<file path="config.mk">
export PLATFORM = sky130hd
export DESIGN_NAME = centered_moving_average_3_5
export DESIGN_NICKNAME = d
export VERILOG_FILES = /design/src/rtl/core/cma35_pkg.sv /design/src/rtl/core/centered_moving_average_3_5.sv /design/src/rtl/core/cma35_div.sv /design/src/rtl/core/cma35_dp.sv /design/src/rtl/core/cma35_ctrl.sv
export SDC_FILE = /design/constraint.sdc
export NUM_CORES = 1
export LEC_CHECK = 0
export ABC_AREA = 1
export ABC_CLOCK_PERIOD_IN_PS = 11620
export BUFFER_PORTS_ARGS = -buffer_cell sky130_fd_sc_hd__buf_2
export CELL_PAD_IN_SITES_DETAIL_PLACEMENT = 2
export CELL_PAD_IN_SITES_GLOBAL_PLACEMENT = 2
export CORE_ASPECT_RATIO = 0.5
export CORE_MARGIN = 2
export CORE_UTILIZATION = 43
export CTS_BUF_LIST = sky130_fd_sc_hd__clkbuf_2
export DETAILED_ROUTE_END_ITERATION = 10
export GPL_TIMING_DRIVEN = 1
export MAX_ROUTING_LAYER = met4
export PLACE_DENSITY = 0.91
export SETUP_SLACK_MARGIN = 0.4
export SLEW_MARGIN = 0
export SYNTH_ARGS = -nofsm -noshare
export SYNTH_HDL_FRONTEND = slang
export SYNTH_SLANG_ARGS = --single-unit
</file>
<file path="constraint.sdc">
create_clock -name clk -period 11.62 [get_ports clk]
set_input_delay 1.162 -clock clk [delete_from_list [all_inputs] [get_ports clk]]
set_output_delay 1.162 -clock clk [all_outputs]
set_load 0.01 [all_outputs]
</file>
<file path="src/rtl/core/cma35_pkg.sv">
package cma35_pkg;

  localparam int WIN_DEPTH = 5;

  // Job codes double as the window slot of the bin being smoothed.
  localparam logic [1:0] JOB_END  = 2'd0;
  localparam logic [1:0] JOB_MID  = 2'd1;
  localparam logic [1:0] JOB_NORM = 2'd2;

  typedef struct packed {
    logic                 shift;
    logic                 load_sums;
    logic                 div_start;
    logic                 div_sel5;
    logic                 cap3;
    logic                 cap5;
    logic                 push;
    logic                 push_end;
    logic [WIN_DEPTH-1:0] mask3;
    logic [WIN_DEPTH-1:0] mask5;
  } cmd_t;

  typedef struct packed {
    logic div_done;
    logic out_free;
  } sts_t;

  // Slots present in the window and within reach of the centre slot.
  function automatic logic [WIN_DEPTH-1:0] tap_mask(input logic [1:0] ctr,
                                                    input logic [2:0] n,
                                                    input logic [1:0] reach);
    logic [WIN_DEPTH-1:0] m;
    m = '0;
    for (int i = 0; i < WIN_DEPTH; i++) begin
      m[i] = (3'(i) < n) && (4'(i) <= 4'(ctr) + 4'(reach)) &&
             (4'(i) + 4'(reach) >= 4'(ctr));
    end
    return m;
  endfunction

  function automatic logic [2:0] count_taps(input logic [WIN_DEPTH-1:0] mask);
    logic [2:0] c;
    c = '0;
    for (int i = 0; i < WIN_DEPTH; i++) begin
      c = c + 3'(mask[i]);
    end
    return c;
  endfunction

endpackage

</file>
<file path="src/rtl/core/centered_moving_average_3_5.sv">
// Smooths a histogram streamed one bin count per beat, giving for each bin the
// centred mean over 3 bins (rounded half up) and over 5 bins (rounded half down),
// with the windows cut short at both ends of the histogram. The result for bin i
// leaves once bin i+2 has arrived; the beat with tlast set also flushes the last
// two bins, so it may produce up to three results, and the block is then ready
// for a new histogram. Both means share one restoring divider, SW+4 bits wide,
// SW being SAMPLE_BITS capped at 16, that retires one quotient bit a cycle. A
// new bin is taken only once all results of the previous one are computed; a
// finished result may still be waiting in the output register. bin_index
// counts from 0 and wraps after MAX_BINS-1.
module centered_moving_average_3_5 #(
  parameter int MAX_BINS    = 256,
  parameter int SAMPLE_BITS = 16
) (
  input  logic        clk,
  input  logic        rst,
  input  logic        s_axis_tvalid,
  output logic        s_axis_tready,
  input  logic [15:0] s_axis_tdata,   // bin_count
  input  logic        s_axis_tlast,
  output logic        m_axis_tvalid,
  input  logic        m_axis_tready,
  output logic [39:0] m_axis_tdata,   // bin_index, smooth_three, smooth_five
  output logic        m_axis_tlast
);
  import cma35_pkg::*;

  localparam int SW = (SAMPLE_BITS < 16) ? SAMPLE_BITS : 16;
  localparam int PW = $clog2(MAX_BINS);

  cmd_t        cmd;
  sts_t        sts;
  logic [7:0]  bin_index;
  logic [15:0] smooth_three;
  logic [15:0] smooth_five;

  cma35_ctrl u_ctrl (
    .clk      (clk),
    .rst      (rst),
    .in_valid (s_axis_tvalid),
    .in_ready (s_axis_tready),
    .in_last  (s_axis_tlast),
    .sts      (sts),
    .cmd      (cmd)
  );

  cma35_dp #(
    .SW       (SW),
    .PW       (PW),
    .MAX_BINS (MAX_BINS)
  ) u_dp (
    .clk       (clk),
    .rst       (rst),
    .cmd       (cmd),
    .sts       (sts),
    .sample_in (s_axis_tdata),
    .out_valid (m_axis_tvalid),
    .out_ready (m_axis_tready),
    .out_index (bin_index),
    .out_three (smooth_three),
    .out_five  (smooth_five),
    .out_end   (m_axis_tlast)
  );

  assign m_axis_tdata = {smooth_five, smooth_three, bin_index};

endmodule

</file>
<file path="src/rtl/core/cma35_div.sv">
module cma35_div #(
  parameter int NW = 20
) (
  input  logic          clk,
  input  logic          rst,
  input  logic          start,
  input  logic [NW-1:0] num,
  input  logic [3:0]    den,
  output logic          done,
  output logic [NW-1:0] quot
);

  localparam int CW = $clog2(NW + 1);

  logic          busy;
  logic [CW-1:0] cnt;
  logic [NW-1:0] qr;
  logic [3:0]    rem;
  logic [3:0]    den_q;
  logic [4:0]    trial;
  logic [4:0]    diff;
  logic          ge;

  always_comb begin
    trial = {rem, qr[NW-1]};
    diff  = trial - {1'b0, den_q};
    ge    = trial >= {1'b0, den_q};
  end

  always_ff @(posedge clk) begin
    if (rst) begin
      busy <= 1'b0;
      done <= 1'b0;
      cnt  <= '0;
    end else begin
      done <= 1'b0;
      if (start) begin
        busy <= 1'b1;
        cnt  <= CW'(NW);
      end else if (busy) begin
        cnt <= cnt - CW'(1);
        if (cnt == CW'(1)) begin
          busy <= 1'b0;
          done <= 1'b1;
        end
      end
    end
  end

  always_ff @(posedge clk) begin
    if (start) begin
      qr    <= num;
      rem   <= '0;
      den_q <= den;
    end else if (busy) begin
      if (ge) begin
        rem <= diff[3:0];
        qr  <= {qr[NW-2:0], 1'b1};
      end else begin
        rem <= trial[3:0];
        qr  <= {qr[NW-2:0], 1'b0};
      end
    end
  end

  assign quot = qr;

endmodule

</file>
<file path="src/rtl/core/cma35_dp.sv">
module cma35_dp #(
  parameter int SW = 16,
  parameter int PW = 8,
  parameter int MAX_BINS = 256
) (
  input  logic              clk,
  input  logic              rst,
  input  cma35_pkg::cmd_t   cmd,
  output cma35_pkg::sts_t   sts,
  input  logic [15:0]       sample_in,
  output logic              out_valid,
  input  logic              out_ready,
  output logic [7:0]        out_index,
  output logic [15:0]       out_three,
  output logic [15:0]       out_five,
  output logic              out_end
);
  import cma35_pkg::*;

  localparam int NW = SW + 4;

  logic [SW-1:0]   win [WIN_DEPTH];
  logic [SW+1:0]   s3;
  logic [SW+2:0]   s5;
  logic [SW+1:0]   s3_sum;
  logic [SW+2:0]   s5_sum;
  logic [2:0]      c3;
  logic [2:0]      c5;
  logic [SW-1:0]   mean3;
  logic [SW-1:0]   mean5;
  logic [PW-1:0]   pos;
  logic [NW-1:0]   num3;
  logic [NW-1:0]   num5;
  logic [NW-1:0]   div_num;
  logic [3:0]      div_den;
  logic            div_done;
  logic [NW-1:0]   div_quot;

  always_comb begin
    s3_sum = '0;
    s5_sum = '0;
    for (int i = 0; i < WIN_DEPTH; i++) begin
      if (cmd.mask3[i]) s3_sum = s3_sum + (SW+2)'(win[i]);
      if (cmd.mask5[i]) s5_sum = s5_sum + (SW+3)'(win[i]);
    end
  end

  always_ff @(posedge clk) begin
    if (cmd.shift) begin
      win[0] <= sample_in[SW-1:0];
      for (int i = 1; i < WIN_DEPTH; i++) begin
        win[i] <= win[i-1];
      end
    end
    if (cmd.load_sums) begin
      s3 <= s3_sum;
      s5 <= s5_sum;
      c3 <= count_taps(cmd.mask3);
      c5 <= count_taps(cmd.mask5);
    end
    if (cmd.cap3) mean3 <= div_quot[SW-1:0];
    if (cmd.cap5) mean5 <= div_quot[SW-1:0];
  end

  // Half up: (2s+c)/2c. Half down: (2s+c-1)/2c.
  assign num3    = NW'({s3, 1'b0}) + NW'(c3);
  assign num5    = NW'({s5, 1'b0}) + NW'(c5) - NW'(1);
  assign div_num = cmd.div_sel5 ? num5 : num3;
  assign div_den = cmd.div_sel5 ? {c5, 1'b0} : {c3, 1'b0};

  cma35_div #(.NW(NW)) u_div (
    .clk   (clk),
    .rst   (rst),
    .start (cmd.div_start),
    .num   (div_num),
    .den   (div_den),
    .done  (div_done),
    .quot  (div_quot)
  );

  always_ff @(posedge clk) begin
    if (rst) begin
      out_valid <= 1'b0;
      pos       <= '0;
    end else begin
      if (cmd.push) begin
        out_valid <= 1'b1;
        if (cmd.push_end || pos == PW'(MAX_BINS - 1)) begin
          pos <= '0;
        end else begin
          pos <= pos + PW'(1);
        end
      end else if (out_valid && out_ready) begin
        out_valid <= 1'b0;
      end
    end
  end

  always_ff @(posedge clk) begin
    if (cmd.push) begin
      out_index <= 8'(pos);
      out_three <= 16'(mean3);
      out_five  <= 16'(mean5);
      out_end   <= cmd.push_end;
    end
  end

  assign sts.div_done = div_done;
  assign sts.out_free = !out_valid || out_ready;

endmodule

</file>
<file path="src/rtl/core/cma35_ctrl.sv">
module cma35_ctrl (
  input  logic            clk,
  input  logic            rst,
  input  logic            in_valid,
  output logic            in_ready,
  input  logic            in_last,
  input  cma35_pkg::sts_t sts,
  output cma35_pkg::cmd_t cmd
);
  import cma35_pkg::*;

  localparam logic [2:0] S_IDLE  = 3'd0;
  localparam logic [2:0] S_PLAN  = 3'd1;
  localparam logic [2:0] S_SUM   = 3'd2;
  localparam logic [2:0] S_DIV3  = 3'd3;
  localparam logic [2:0] S_WAIT3 = 3'd4;
  localparam logic [2:0] S_DIV5  = 3'd5;
  localparam logic [2:0] S_WAIT5 = 3'd6;
  localparam logic [2:0] S_PUSH  = 3'd7;

  logic [2:0] state;
  logic [2:0] state_next;
  logic [2:0] bins_seen;
  logic [2:0] bins_seen_next;
  logic       fin;
  logic       fin_next;
  logic [1:0] job;
  logic [1:0] job_next;

  always_comb begin
    state_next     = state;
    bins_seen_next = bins_seen;
    fin_next       = fin;
    job_next       = job;
    in_ready       = 1'b0;
    cmd            = '0;
    cmd.mask3      = tap_mask(job, bins_seen, 2'd1);
    cmd.mask5      = tap_mask(job, bins_seen, 2'd2);
    case (state)
      S_IDLE: begin
        in_ready = 1'b1;
        if (in_valid) begin
          cmd.shift      = 1'b1;
          fin_next       = in_last;
          bins_seen_next = (bins_seen == 3'(WIN_DEPTH)) ? bins_seen : bins_seen + 3'd1;
          state_next     = S_PLAN;
        end
      end
      S_PLAN: begin
        if (bins_seen >= 3'd3) begin
          job_next   = JOB_NORM;
          state_next = S_SUM;
        end else if (fin) begin
          job_next   = (bins_seen >= 3'd2) ? JOB_MID : JOB_END;
          state_next = S_SUM;
        end else begin
          state_next = S_IDLE;
        end
      end
      S_SUM: begin
        cmd.load_sums = 1'b1;
        state_next    = S_DIV3;
      end
      S_DIV3: begin
        cmd.div_start = 1'b1;
        state_next    = S_WAIT3;
      end
      S_WAIT3: begin
        if (sts.div_done) begin
          cmd.cap3   = 1'b1;
          state_next = S_DIV5;
        end
      end
      S_DIV5: begin
        cmd.div_start = 1'b1;
        cmd.div_sel5  = 1'b1;
        state_next    = S_WAIT5;
      end
      S_WAIT5: begin
        cmd.div_sel5 = 1'b1;
        if (sts.div_done) begin
          cmd.cap5   = 1'b1;
          state_next = S_PUSH;
        end
      end
      S_PUSH: begin
        if (sts.out_free) begin
          cmd.push     = 1'b1;
          cmd.push_end = (job == JOB_END);
          case (job)
            JOB_NORM: begin
              if (fin) begin
                job_next   = JOB_MID;
                state_next = S_SUM;
              end else begin
                state_next = S_IDLE;
              end
            end
            JOB_MID: begin
              job_next   = JOB_END;
              state_next = S_SUM;
            end
            default: begin
              bins_seen_next = '0;
              fin_next       = 1'b0;
              state_next     = S_IDLE;
            end
          endcase
        end
      end
      default: state_next = S_IDLE;
    endcase
  end

  always_ff @(posedge clk) begin
    if (rst) begin
      state     <= S_IDLE;
      bins_seen <= '0;
      fin       <= 1'b0;
      job       <= JOB_END;
    end else begin
      state     <= state_next;
      bins_seen <= bins_seen_next;
      fin       <= fin_next;
      job       <= job_next;
    end
  end

endmodule
</file>
==> metrics <==
outcome=completed; Buf/Inv on CP=4; worst setup skew after layout=about 0.083 ns; CTS tree=done; Seq cells post-synth=roughly 250; DP Cell Count=just under 3000; top post-synthesis cells by count=nand2_1 (576), inv_1 (284), edfxtp_1 (219), a21oi_1 (194), nand3_1 (175); drt drc=0; relative slew slack=0.1257; number of library cell types mapped by synthesis=52; Die Wd=roughly 300 µm; Worst path max stage delay=a little under 0.7 ns; Layout Area Growth over Synthesis=8.358%; DRT Pass-1 Iters=7; Area contributors post-synth=edfxtp_1 (36%), ha_1 (12%), nand2_1 (12%); Hold Path Depth=1; Hold Vio Cnt, Final=0; setup bufs post-CTS=0; Max Slew Vio Count=0; syn avg cell area=7.940 µm²; Cell Pwr Density=approximately 250 nW/µm²; clk sinks=about 250; Peak VDD IR=between 0.00007 and 0.00008 V; FF-to-FF path depth=44; time the worst path needs with I/O delays and setup=around 9.4 ns; Final setup viols=0; hpwl dp=59.31 mm; largest net degree at the start of global routing=58; syn nets=between 2000 and 3000; Wirelength per Cell=~28 µm; Boundary Pins=64; GRT Util Overall=0.3978; Worst-path clk slew=around 0.16 ns; synthesized area=between 15000 and 20000 µm²; Slowest cell on crit path=nand2_1; vias in the first global route=20820; Slew @ Worst Pin=about 1.3 ns; prevailing post-synth register cell=edfxtp_1; RSZ-0062 raised after global routing=no; global route overflow=0; wirelength, routed=between 80 and 90 mm; min-delay worst type=in2reg; fin crit share=0.8074; CP most frequent cell=nand2_1; first-pass GRT wire length=between 100 and 150 mm; Setup CP Type=reg2reg; die area=roughly 45000 µm²; WP depth=44; startpoint types=register; Crit path max-delay family=simple AND/OR/NAND/NOR gates; CORE AREA=42180 µm²; Final #Nets=between 2000 and 3000; initial antenna violation count=2; Post-Layout Cell Count=3048; CTS Hold Bufs=0; Worst Path Arrival=approximately 10 ns; Post-CTS Resized=0; Design Power=about 5000 µW; root buf cell=clkbuf_2; share of the synthesized area in the top cell type=0.3566; clk buf depth=3; sequential area share after synthesis=0.3880; number of synthesized flops with an enable pin=~220; clk_lat worst skew=between 1 and 1.5 ns; CTS buffer count=60; Max Cap Viol=0; Worst Path Max Fanout=17; share of cells above drive strength 1=0.09323; # port buffers=63; Starting Density=0.4373; H-tree Lvls=2; Vert. Die Dim=~150 µm; Fin Setup TNS=0 ns; row count=between 50 and 60; CP Capture Type=register; most frequent cell after synthesis=nand2_1; Lkg Pwr=roughly 0.0094 µW; Syn Inst Count=around 2300; yosys warns=0; worst endpoint required time=about 12 ns; post-DR vias/cell=6.159; DR vias=18770; post-route ant nets=0; area leader, netlist=edfxtp_1; routability cong.=~0.89; 1st-iter DRT viols=about 1600; Async SR Flop Fraction=0; Max Freq=between 100 and 150 MHz
final cells by class:
| class | count | area [µm²] |
|---|---|---|
| inverter | 289 | 1085 |
| sequential | 248 | 7157 |
| clock inverter | 18 | 81.33 |
| tap | 577 | 721.9 |
| timing repair buffer | 76 | 412.9 |
| clock buffer | 88 | 440.4 |
| antenna | 4 | 10.01 |
| multi-input combinational | 1748 | 10080 |
| fill | 4864 | 22190 |
cell families after synthesis:
family	count (synthesis)	synth area share
and+or+nand+nor	1061	0.2488
xor gates and xnor gates	69	0.03277
DFF	248	0.3880
adders and majority gates	188	0.1336
AOI/OAI and AO/OA	430	0.1294
buffers and inverters	327	0.06736
worst paths after layout:
| kind | from | end | slack [ns] |
|---|---|---|---|
| worst max-delay path | u_ctrl.job[1] | u_dp.s3[17] | 2.24 |
| worst min-delay path | s_axis_tdata[3] | u_dp.win[0][3] | 0.26 |
| worst max register to register | u_ctrl.job[1] | u_dp.s3[17] | 2.24 |
| worst min register to register | u_dp.mean3[6] | u_dp.out_three[6] | 0.43 |
metrics by stage:
stage                     cell area (µm²)  utilization  hold slack, ns  setup WS (ns)
after floorplan                     18440            -          0.4003          4.852
after global placement              19450       0.4613          0.4039          3.404
after detailed placement            19450       0.4613          0.4098          2.727
after CTS                           19980       0.4736          0.1930          2.479
after global routing                19980       0.4737          0.1947          1.821
final                               19990       0.4739          0.2590          2.238
cell usage in the layout, fill, tap and decap left out, drive strengths merged, types with 2 or more instances in the layout:
cell type	Yosys	layout
o221ai	2	2
xnor2	28	28
clkbuf	25	88
o2111ai	3	3
inv	289	290
ha	173	173
nand2	589	589
a221oi	6	6
xor2	41	41
diode	0	4
nand4	26	26
nor3	21	21
a21oi	196	196
o21a	3	3
clkinv	0	17
a21boi	4	4
a211oi	2	2
nor3b	2	2
nand3b	13	13
o211ai	6	6
edfxtp	219	219
or2	18	18
buf	13	76
nor4	10	10
o22ai	3	3
nor2	177	177
a21o	13	13
o21ai	144	144
nand3	179	179
o31ai	5	5
fa	15	15
a31oi	27	27
dfxtp	29	29
and3	3	3
and2	23	23
o21bai	12	12
metal layers:
layer,vias up,GRT usage,share of wire
met4,0,0.1770,0.045
met2,844,0.6780,0.48
met3,313,0.08110,0.065
li1,8118,-,-
met5,-,-,0
met1,9497,0.4590,0.41
state kept, by name (all words and copies together) (netlist names), 2 cells and up:
name,flops
u_dp.win,80
u_dp.u_div.quot,20
u_dp.s5,19
u_dp.s3,18
u_dp.mean3,16
u_dp.mean5,16
u_dp.out_five,16
u_dp.out_three,16
u_dp.out_index,8
u_dp.pos,8
u_dp.u_div.cnt,5
u_dp.u_div.rem,4
u_ctrl.bins_seen,3
u_ctrl.state,3
u_dp.c3,3
u_dp.c5,3
u_dp.u_div.den_q,3
u_ctrl.job,2
report_power, final:
part / switching [µW] / leakage (µW) / internal, µW
logic: 2190 / 0.00673 / 903
clock network: 474 / 0.000406 / 206
registers: 129 / 0.00227 / 1140
Note: power is estimated with default switching activity, not from simulation.
